==> src/rtl/tsl_pkg.sv <==
package tsl_pkg;

  // Table geometry
  localparam int STATE_COUNT  = 64;
  localparam int ACTION_COUNT = 8;
  localparam int TABLE_DEPTH  = STATE_COUNT * ACTION_COUNT;
  localparam int IDX_W        = $clog2(TABLE_DEPTH);
  localparam int CNT_W        = $clog2(TABLE_DEPTH + 2);
  localparam int STATE_W      = 6;
  localparam int ACTION_W     = 3;
  localparam int VALUE_W      = 32;
  localparam int TRACE_W      = 24;
  localparam int COEF_W       = 17;

  localparam logic [COEF_W-1:0]  ONE_Q16   = 17'd65536;
  localparam logic [TRACE_W-1:0] TRACE_MAX = 24'hFFFFFF;

  // Operation codes
  localparam logic [1:0] OP_START = 2'd0;
  localparam logic [1:0] OP_STEP  = 2'd1;
  localparam logic [1:0] OP_END   = 2'd2;

  // Configuration register indexes
  localparam logic [1:0] REG_DISCOUNT    = 2'd0;
  localparam logic [1:0] REG_TRACE_DECAY = 2'd1;
  localparam logic [1:0] REG_LEARN_RATE  = 2'd2;
  localparam logic [1:0] REG_ACCUMULATE  = 2'd3;

  // Commands from controller to datapath
  typedef struct packed {
    logic             load;       // capture input transaction
    logic             rd_cur;     // read held pair entry
    logic             rd_nxt;     // read next pair entry
    logic             cap_cur;    // capture held pair data
    logic             cap_nxt;    // form bootstrap product
    logic             calc_delta; // form td error
    logic             calc_gain;  // form gain product, write bumped trace
    logic             round_gain; // register rounded gain
    logic             sweep_rd;   // issue sweep read at idx
    logic             zero_trace; // write zero trace at idx
    logic             clear_all;  // write zero to both tables at idx
    logic             finish;     // update held pair and result
    logic [IDX_W-1:0] idx;
  } cmd_t;

  // Saturate a wide signed value to 32 bits
  function automatic logic [VALUE_W-1:0] sat32(input logic signed [43:0] v);
    logic [VALUE_W-1:0] r;
    if (v > 44'sh0007FFFFFFF) r = 32'h7FFFFFFF;
    else if (v < -44'sh00080000000) r = 32'h80000000;
    else r = v[VALUE_W-1:0];
    return r;
  endfunction

  // Limit a Q1.16 coefficient to one
  function automatic logic [COEF_W-1:0] clamp_one(input logic [COEF_W-1:0] r);
    return (r > ONE_Q16) ? ONE_Q16 : r;
  endfunction

endpackage

==> src/rtl/tsl_ctrl.sv <==
module tsl_ctrl (
  input  logic           clk_i,
  input  logic           rst_ni,
  input  logic           in_valid_i,
  output logic           in_ready_o,
  input  logic [1:0]     in_op_i,
  output logic           out_valid_o,
  input  logic           out_ready_i,
  output tsl_pkg::cmd_t  cmd_o
);

  typedef enum logic [10:0] {
    ST_CLEAR  = 11'b00000000001,
    ST_IDLE   = 11'b00000000010,
    ST_RDCUR  = 11'b00000000100,
    ST_RDNXT  = 11'b00000001000,
    ST_MUL    = 11'b00000010000,
    ST_DELTA  = 11'b00000100000,
    ST_GAIN   = 11'b00001000000,
    ST_GAIN2  = 11'b00010000000,
    ST_SWEEP  = 11'b00100000000,
    ST_ZERO   = 11'b01000000000,
    ST_FINISH = 11'b10000000000
  } state_e;

  state_e                     state_q, state_d;
  logic [tsl_pkg::CNT_W-1:0]  cnt_q, cnt_d;
  logic                       out_valid_q, out_valid_d;
  logic                       accept;

  assign in_ready_o  = (state_q == ST_IDLE);
  assign accept      = in_valid_i & in_ready_o;
  assign out_valid_o = out_valid_q;

  // Sequence one transaction
  always_comb begin
    state_d     = state_q;
    cnt_d       = cnt_q;
    out_valid_d = out_valid_q & ~out_ready_i;
    cmd_o       = '0;
    cmd_o.idx   = cnt_q[tsl_pkg::IDX_W-1:0];
    unique case (state_q)
      ST_CLEAR: begin
        cmd_o.clear_all = 1'b1;
        cnt_d = cnt_q + 1'b1;
        if (cnt_q == tsl_pkg::CNT_W'(tsl_pkg::TABLE_DEPTH - 1)) state_d = ST_IDLE;
      end
      ST_IDLE: begin
        cnt_d = '0;
        if (accept) begin
          cmd_o.load = 1'b1;
          priority if (in_op_i == tsl_pkg::OP_START) state_d = ST_ZERO;
          else if (in_op_i == tsl_pkg::OP_STEP || in_op_i == tsl_pkg::OP_END)
            state_d = ST_RDCUR;
          else state_d = ST_FINISH;
        end
      end
      ST_RDCUR: begin
        cmd_o.rd_cur = 1'b1;
        state_d = ST_RDNXT;
      end
      ST_RDNXT: begin
        cmd_o.rd_nxt  = 1'b1;
        cmd_o.cap_cur = 1'b1;
        state_d = ST_MUL;
      end
      ST_MUL: begin
        cmd_o.cap_nxt = 1'b1;
        state_d = ST_DELTA;
      end
      ST_DELTA: begin
        cmd_o.calc_delta = 1'b1;
        state_d = ST_GAIN;
      end
      ST_GAIN: begin
        cmd_o.calc_gain = 1'b1;
        state_d = ST_GAIN2;
      end
      ST_GAIN2: begin
        cmd_o.round_gain = 1'b1;
        cnt_d = '0;
        state_d = ST_SWEEP;
      end
      ST_SWEEP: begin
        cmd_o.sweep_rd = (cnt_q < tsl_pkg::CNT_W'(tsl_pkg::TABLE_DEPTH));
        cnt_d = cnt_q + 1'b1;
        if (cnt_q == tsl_pkg::CNT_W'(tsl_pkg::TABLE_DEPTH + 1)) state_d = ST_FINISH;
      end
      ST_ZERO: begin
        cmd_o.zero_trace = 1'b1;
        cnt_d = cnt_q + 1'b1;
        if (cnt_q == tsl_pkg::CNT_W'(tsl_pkg::TABLE_DEPTH - 1)) state_d = ST_FINISH;
      end
      ST_FINISH: begin
        if (!out_valid_q || out_ready_i) begin
          cmd_o.finish = 1'b1;
          out_valid_d  = 1'b1;
          state_d      = ST_IDLE;
        end
      end
      default: state_d = ST_IDLE;
    endcase
  end

  always_ff @(posedge clk_i or negedge rst_ni) begin
    if (!rst_ni) begin
      state_q     <= ST_CLEAR;
      cnt_q       <= '0;
      out_valid_q <= 1'b0;
    end else begin
      state_q     <= state_d;
      cnt_q       <= cnt_d;
      out_valid_q <= out_valid_d;
    end
  end

endmodule

==> config.mk <==
export PLATFORM = sky130hd
export DESIGN_NAME = tsl_ctrl
export DESIGN_NICKNAME = d
export VERILOG_FILES = /design/src/rtl/tsl_pkg.sv /design/src/rtl/tsl_ctrl.sv
export SDC_FILE = /design/constraint.sdc
export NUM_CORES = 1
export LEC_CHECK = 0
export BUFFER_PORTS_ARGS = -buffer_cell sky130_fd_sc_hd__buf_2
export CAP_MARGIN = 20
export CORE_MARGIN = 4
export CORE_UTILIZATION = 45
export DETAILED_ROUTE_END_ITERATION = 10
export PLACE_DENSITY = 0.77
export REMOVE_ABC_BUFFERS = 1
export SETUP_SLACK_MARGIN = 0.2
export SLEW_MARGIN = 20
export SYNTH_ARGS = -nofsm -noshare
export SYNTH_HDL_FRONTEND = slang
export SYNTH_SLANG_ARGS = --single-unit
==> constraint.sdc <==
create_clock -name clk_i -period 2.39 [get_ports clk_i]
set_input_delay 0.3585 -clock clk_i [delete_from_list [all_inputs] [get_ports clk_i]]
set_output_delay 0.3585 -clock clk_i [all_outputs]
set_load 0.1 [all_outputs]
==> Word-level counts from Yosys, hierarchy flattened <==
Cells that the tools add are included.
{ "op_classes": {"div": 0, "order_cmp": 1, "multipliers": 0, "add_sub_neg": 1, "shifts": 0, "n_eq_ne": 20, "muxes": 24, "n_reduce_logical": 8, "bitwise": 3} }
{ "ops": {"columns": ["op", "count"], "rows": [
  ["$pmux 11 s11", 1],
  ["$mux 11", 7],
  ["$pmux 10 s2", 1],
  ["$mux 1", 14],
  ["$eq 11x1->1 const B", 1],
  ["$eq 11x10->1 const B", 1],
  ["$eq 11x11->1 const B", 1],
  ["$eq 11x2->1 const B", 1],
  ["$eq 11x3->1 const B", 1],
  ["$eq 11x4->1 const B", 1],
  ["$eq 11x5->1 const B", 1],
  ["$eq 11x6->1 const B", 1],
  ["$eq 11x7->1 const B", 1],
  ["$eq 11x8->1 const B", 1],
  ["$eq 11x9->1 const B", 1],
  ["$add 10x1->10 const B", 1],
  ["$eq 10x10->1 const B", 1],
  ["$eq 10x9->1 const B", 1],
  ["$lt 10x10->1 const B", 1],
  ["$ne 2x2->1 const B", 4],
  ["$reduce_and 5->1", 1],
  ["$reduce_or 3->1", 1],
  ["$and 1x1->1", 2],
  ["$eq 2x1->1 const B", 1],
  ["9 further kinds", 10]
]} }
{ "word_totals": {"latchBits": 0, "inputBits": 6, "memories": 0, "ff_bits": 22, "ramBits": 0, "romBits": 0} }

==> Longest topological paths before layout <==
Gate-level depths: netlist of the first run.
{ "logic_depth": {"word_depth": 6, "depth_mapped": 8, "mapped_depth_nobuf": 6} }

==> Worst setup path before layout of the first run <==
Ideal clock, no wire load.
{ "synth_path": {"path_kind": "register to output", "startpoint": "register state_q[7]", "endpoint": "output port cmd_o[18] (netlist bit)", "path_stages_with_launch": 6, "n_path_buf": 2, "setup_slack_ns": -3.131, "required_ns": 2.032, "arrival_time_ns": 5.163, "cell_sequence": "dfrtp_1 > buf_6 > nor4_1 > nand2_1 > nor4b_1 > buf_4"} }
{ "synth_lines": {"columns": ["item", "line_no", "rtl"], "rows": [
  ["start: declaration", "tsl_ctrl.sv:26", "state_e state_q, state_d;"],
  ["start signal: assignment", "tsl_ctrl.sv:111", "state_q <= state_d;"],
  ["end: declaration", "tsl_ctrl.sv:9", "output tsl_pkg::cmd_t cmd_o"]
]} }

==> reports/qor.txt, run 1 <==
drt pass-1 iters: 4
core area: 3153 um^2
status: complete, but fails checks
IO Count: 29
sequential area share after synthesis: 0.3577
Avg WL per Cell: 18.19 um
Clock Sink Count: 22
Port Buffer Count: 28
Worst EP required: 2.03 ns
Leakage: 1.118 nW
antenna violations before repair: 0
post-DP HPWL: 2739 um
sequential cell area: 551.8 um^2
first-pass GRT wire length: 7079 um
area occupied by multi-input gates: 1064 um^2
Worst Tran Pin Value: 0.5114 ns
routability cong.: 0.8254
vias in the first global route: 1533
Final Total Pwr: 2.670 mW
tightest hold margin: 0.3522 ns
Syn-to-layout area delta: 58.64%
Initial DRC Count: 91
num rows: 20
Post-Layout Inst Area: 2447 um^2
Worst-path clk slew: 0.14 ns
Crit. End Element: primary output
post-synthesis cell area: 1543 um^2
count of flip-flops with a built-in enable after synthesis: 0
Final Skew: 0.006141 ns
RSZ-0062 raised after global routing: true
Non-Filler Instances: 264
violated checks: setup timing
Max Cap Viol: 0
share of cells above drive strength 1: 0.4955
crit-path max FO: 3
Yosys Warn Count: 0
Setup Viol. Count Final: 12
Setup CP Type: reg -> out
Critical Path AT: 2.23 ns
Mapped Cells: 167
CTS Buffer Depth: 2
Place WS: 0.1050 ns
flop and latch count out of synthesis: 22
DRC: 0
ys async rst share: 1.000
die area: 4429 um^2
ANT nets after route: 0
final core utilization: 0.7762
setup_tns: -0.9093 ns
Inserted Diodes: 0
ys flop type: dfrtp_1
Setup WS post-layout: -0.1955 ns
die height: 66.55 um
slew margin rel.: 0.6591
H-tree depth: 1
post-synth cell types: 44
DR vias: 1543
placed cell count: 238
final WL: 4803 um
largest net degree at the start of global routing: 23
Hold Vio Cnt, Final: 0
vias per std cell: 5.845
Hold Path Class: in -> reg
Critical Path Start Type: register
Max IR drop VDD: 1722 uV
total CTS buffers: 3
Fillers: 201
Synth Area per Inst: 9.238 um^2
Fmax: 386.8 MHz
Placed Area: 1937 um^2
CTS tree: done
period utilization: 1.082
initial core utilization: 0.4893
Die X-Extent: 66.55 um
root buf cell: clkbuf_4
grt ovf: 0
Tmin final: 2.586 ns
GRT Total Usage: 0.2050
Pwr Density: 1091 nW/um^2
Nets: 231
clk_lat worst skew: 0.32 ns
max-slew violations: 0
timing repair:
action,CTS,global route
setup endpoints to repair,14,21
buffers inserted,11,10
hold endpoints to repair,13,0
pin swaps,11,13
gates resized for setup,26,36
hold buffers,1,0
cells in the mapped netlist, types with 4 or more instances:
library cell / instances / area (um^2)
nand2_1: 10 / 37.54
mux2i_1: 4 / 40.04
nor2_1: 8 / 30.03
clkbuf_1: 7 / 26.28
ha_1: 4 / 50.05
o21ai_0: 8 / 40.04
nor3_1: 10 / 50.05
dfrtp_1: 21 / 525.5
inv_1: 6 / 22.52
nand2b_1: 5 / 31.28
buf_4: 10 / 75.07
nor4_1: 7 / 43.79
xnor2_1: 5 / 43.79
a21o_1: 4 / 30.03
nor4b_1: 5 / 43.79
nor3b_1: 6 / 45.04
buf_6: 4 / 45.04
kinds of logic (layout without fill, tap and decap cells):
logic type	after synthesis	count (layout)	synth area share
DFF	22	22	0.3577
and+or+nand+nor	83	83	0.3479
xor gates and xnor gates	7	7	0.03974
AOI/OAI and AO/OA	20	20	0.08679
adders and majority gates	4	4	0.03244
muxes	4	4	0.02595
buffers and inverters	27	80	0.1095
path summary, 6_finish.rpt:
check	cells after the start	slack (ns)	endpoint	startpoint
min	3	0.35	out_valid_o$_DFF_PN0_	out_ready_i
max reg2reg	8	0.12	cnt_q[2]$_DFFE_PN0P_	state_q[10]$_DFFE_PN0P_
max	6	-0.20	cmd_o[13]	state_q[8]$_DFFE_PN0P_
max in group asynchronous	2	1.50	state_q[0]$_DFFE_PN1P_	rst_ni
min in group asynchronous	2	0.52	state_q[4]$_DFFE_PN0P_	rst_ni
min reg2reg	2	0.55	out_valid_o$_DFF_PN0_	out_valid_o$_DFF_PN0_
registers in the layout, indices dropped and copies added, names as in the netlist:
register and count:
state_q 11, cnt_q 10, out_valid_o 1
layout by cell type, fill, tap and decap left out, types with 3 or more instances in the layout:
| cell type | count |
|---|---|
| nor4b_4 | 3 |
| nand4b_1 | 3 |
| inv_1 | 6 |
| clkbuf_4 | 3 |
| and3_1 | 3 |
| nor2_1 | 8 |
| or4_4 | 3 |
| o21ai_1 | 4 |
| ha_1 | 4 |
| mux2i_1 | 3 |
| nand3b_1 | 3 |
| buf_4 | 29 |
| nor3_4 | 4 |
| dfrtp_1 | 21 |
| buf_2 | 15 |
| buf_12 | 13 |
| nor3b_1 | 3 |
| nand2b_1 | 5 |
| a21o_1 | 4 |
| nor3_1 | 7 |
| buf_6 | 11 |
| xnor2_1 | 5 |
| nor3b_2 | 3 |
| nand2_1 | 8 |
| or2_4 | 3 |
| nor4_4 | 6 |
power breakdown:
part	switching (mW)	total (mW)	internal (mW)
Clock	0.124	0.294	0.170
Sequential	0.0356	0.454	0.418
Combinational	1.14	1.92	0.780
Total	1.30	2.67	1.37
metal layers:
metal,vias up,share of wire,global-route usage
met4,0,0.016,0.05838
met2,63,0.54,0.3700
li1,704,-,-
met5,-,0,0
met1,768,0.40,0.2518
met3,8,0.052,0.02698
worst max-delay path: stages, from the launching register on:
cell      delay, ns
dfrtp_1        0.44
or4_4          0.52
nor3_4         0.21
nand3b_1       0.20
nor3b_2        0.22
buf_4          0.15
buf_12         0.16
area by class of cell:
class                      instances  share of cell area
clock buffer                       3            0.009202
clock inverter                     1             0.01227
inverter                           6            0.009202
multi-input combinational        118              0.4346
sequential                        22              0.2255
tap                               44             0.02249
timing repair buffer              70              0.2868
Power figures use the tool's default switching activity.
==> inputs of run 2 (changes only) <==
--- a/config.mk
+++ b/config.mk
@@ -5,6 +5,7 @@
 export SDC_FILE = /design/constraint.sdc
 export NUM_CORES = 1
 export LEC_CHECK = 0
+export ABC_AREA = 1
 export BUFFER_PORTS_ARGS = -buffer_cell sky130_fd_sc_hd__buf_2
 export CAP_MARGIN = 20
 export CORE_MARGIN = 4
==> run 2 against run 1 <==
Compared with the run above: the flow now finishes without violations; clock power fell by 37%; fmax increased by 23%; worst setup slack better by 0.49 ns; register-to-register slack better by 0.56 ns; routed wire length shrank 42%; clock skew decreased by 0.00085 ns; largest power group unchanged.
==> reports/qor.txt, run 2 <==
Setup Viol. Count Final: 0 (-12)
vias per std cell: 4.546 (-22%)
Worst EP required: 2.03 ns (about the same)
Post-Layout Inst Area: 1682 um^2 (-31%)
final WL: 2768 um (-42%)
IO Count: 29 (unchanged)
reg-to-reg critical path endpoint: state_q[1]$_DFFE_PN0P_
Yosys Warn Count: 0 (unchanged)
Die X-Extent: 65.14 um (-2.1%)
CTS Buffer Depth: 2 (unchanged)
Sw Ratio: 0.5806 (+0.09277)
Avg WL per Cell: 10.29 um (-43%)
core area: 3078 um^2 (-2.4%)
antenna violations before repair: 0 (unchanged)
Nets: 236 (+2.2%)
Syn-to-layout area delta: 14.48%
count of flip-flops with a built-in enable after synthesis: 0 (unchanged)
top cells by count, synth: nand2_1, inv_1, nor2_1, dfrtp_1, nand3_1
initial core utilization: 0.4772 (-0.01205)
final core utilization: 0.5463 (-0.2298)
Worst-path clk slew: 0.13 ns (about the same)
combinational share of power: 0.640 (-0.080)
Port Buffer Count: 28 (unchanged)
FF-to-FF Start: cnt_q[0]$_DFFE_PN0P_
top-count cell post-synth: nand2_1
Critical Path AT: 1.74 ns (-0.49 ns)
Setup CP Type: reg -> out
DR vias: 1223 (-21%)
Placed Area: 1589 um^2 (-18%)
RSZ-0062 raised after global routing: false
vias in the first global route: 1093 (-29%)
root buf cell: clkbuf_4
setup bufs post-CTS: 0 (-11)
Tmin final: 2.094 ns (-0.4912 ns)
Inserted Diodes: 0 (unchanged)
Hold Path Class: in -> reg
Synth top area share: 0.3578 (+0.01712)
post-synth cell types: 25 (-43%)
Yosys top cell by area: dfrtp_1
slew margin rel.: 0.6713 (+0.01227)
ys async rst share: 1.000 (unchanged)
die height: 65.14 um (-2.1%)
largest register by flop count: state_q
CTS tree: done
period utilization: 0.8763 (-0.2055)
Leakage: 0.9773 nW (-13%)
H-tree depth: 1 (unchanged)
Clock Power Share: 0.101 (-0.009)
DRC: 0 (unchanged)
commonest non-fill, non-tap cell in the layout: nand2_1
r2r setup slk: 0.68 ns (+0.56 ns)
Clock Sink Count: 22 (unchanged)
Hold Path Stages: 2 (-1)
sequential area share after synthesis: 0.3756 (+0.01797)
drt pass-1 iters: 5 (+1)
routability cong.: 0.7903 (-4.3%)
Mapped Cells: 202 (+21%)
first-pass GRT wire length: 4664 um (-34%)
flop and latch count out of synthesis: 22 (unchanged)
ANT nets after route: 0 (unchanged)
Critical Path Start Type: register
ys flop type: dfrtp_1
Hold Vio Cnt, Final: 0 (unchanged)
max reg flops: 11 (unchanged)
crit-path max FO: 4 (+1)
grt ovf: 0 (unchanged)
largest net degree at the start of global routing: 23 (unchanged)
max-slew violations: 0 (unchanged)
Max Cap Viol: 0 (unchanged)
Max IR drop VDD: 1065 uV (-38%)
Fmax: 477.5 MHz (+23%)
switching power: 1.067 mW (-18%)
Initial DRC Count: 29 (-68%)
post-synthesis cell area: 1469 um^2 (-4.8%)
Final Skew: 0.005286 ns (-0.0008547 ns)
Synth Area per Inst: 7.272 um^2 (-21%)
Worst Tran Pin Value: 0.4930 ns (-0.01841 ns)
HP Start: out_ready_i
total CTS buffers: 3 (unchanged)
GRT Total Usage: 0.1396 (-0.06533)
share of cells above drive strength 1: 0.2444 (-0.2510)
Flop pwr share: 0.259 (+0.089)
Pwr Density: 1093 nW/um^2 (+0.15%)
Crit. End Element: primary output
Power Internal: 770.6 uW (-44%)
Synth area leaders: dfrtp_1, nand2_1, inv_1
Hold Path Sink: out_valid_o$_DFF_PN0_
status: complete, no violations
die area: 4243 um^2 (-4.2%)
num rows: 20 (unchanged)
most frequent cells in the layout: nand2_1, inv_1, nor2_1
clk_lat worst skew: 0.31 ns (about the same)
Reg2Reg Depth: 10 (+2)
post-DP HPWL: 2165 um (-21%)
run 2: cell types whose count changed after synthesis, sizes merged, moves of 5 or more:
| cell | change |
|---|---|
| inv | +32 |
| nor4b | -5 |
| nand2 | +41 |
| nand2b | -5 |
| nand3 | +12 |
| nor4 | -9 |
| clkbuf | -7 |
| nor2 | +23 |
| nor3b | -6 |
run 2: repair_timing:
item | CTS | global route
hold buffers | 1 | 0
hold endpoints to repair | 6 | 0
gates resized for setup | 8 | 13
cloned | 0 | 0
pin swaps | 0 | 1
setup endpoints to repair | 8 | 12
run 2: per-stage QoR:
| stage | instances | TNS [ns] | total power, mW | hold slack [ns] | worst slack, ns |
|---|---|---|---|---|---|
| CTS | 269 | 0 | 1.822 | 0.2232 | 0.2259 |
| global route | 269 | 0 | 1.956 | 0.2444 | 0.1785 |
| detailed placement | 264 | 0 | 1.614 | 0.3528 | 0.4699 |
| finish | 269 | 0 | 1.837 | 0.2308 | 0.2957 |
| floorplan | 192 | -6.590 | 1.431 | 0.06291 | -0.9768 |
| global placement | 264 | 0 | 1.610 | 0.3506 | 0.5209 |
run 2: power by group through the flow:
| stage | clock network (mW) | registers [mW] | logic, mW |
|---|---|---|---|
| after global routing | 0.203 | 0.486 | 1.27 |
| after global placement | 0 | 0.476 | 1.13 |
| after detailed placement | 0 | 0.477 | 1.14 |
| final | 0.186 | 0.477 | 1.18 |
| after floorplan | 0 | 0.574 | 0.857 |
| after CTS | 0.189 | 0.470 | 1.16 |
run 2: layer usage:
layer / track usage / vias up / wire, um
met1: 0.1872 / 536 / 1391
met4: 0.05440 / 0 / 48
met2: 0.2261 / 24 / 1208
li1: - / 658 / -
met5: 0 / - / 0
met3: 0.02222 / 5 / 119
run 2: how the worst max path moves through the flow:
stage	start	endpoint	slack [ns]	depth (start not counted)
3_5_place_dp	state_q[1]$_DFFE_PN0P_	cmd_o[12]	0.47	6
3_3_place_gp	state_q[1]$_DFFE_PN0P_	cmd_o[12]	0.52	6
4_1_cts	state_q[1]$_DFFE_PN0P_	cmd_o[16]	0.23	6
5_1_grt	state_q[10]$_DFFE_PN0P_	cmd_o[14]	0.18	6
2_1_floorplan	state_q[6]$_DFFE_PN0P_	state_q[1]$_DFFE_PN0P_	-0.98	8
6_report	state_q[10]$_DFFE_PN0P_	cmd_o[16]	0.30	6
run 2: cells by family (layout without fill, tap and decap cells):
| group | after synthesis | count (layout) | share of synthesized area |
|---|---|---|---|
| DFF | 22 | 22 | 0.3756 |
| xor gates and xnor gates | 6 | 6 | 0.03577 |
| and+or+nand+nor | 108 | 108 | 0.3450 |
| AOI/OAI and AO/OA | 13 | 13 | 0.05451 |
| adders and majority gates | 4 | 4 | 0.03407 |
| buffers and inverters | 48 | 71 | 0.1482 |
| muxes | 1 | 1 | 0.006815 |
run 2: layout make-up:
type                    instances  area [um^2]
well taps                      44        55.05
multi-input cells             132        711.9
repair buffers                 29        193.9
flip-flops and latches         22        551.8
clock buffers                   4        26.28
fillers                       298         1396
inverters                      38        142.6
run 2: worst max-delay path, stage by stage, from the launching register on:
cell and delay [ns]:
dfrtp_1 0.46, nor2_4 0.16, nand2_4 0.09, nor2_4 0.14, nand2_1 0.11, inv_1 0.06
buf_2 0.41
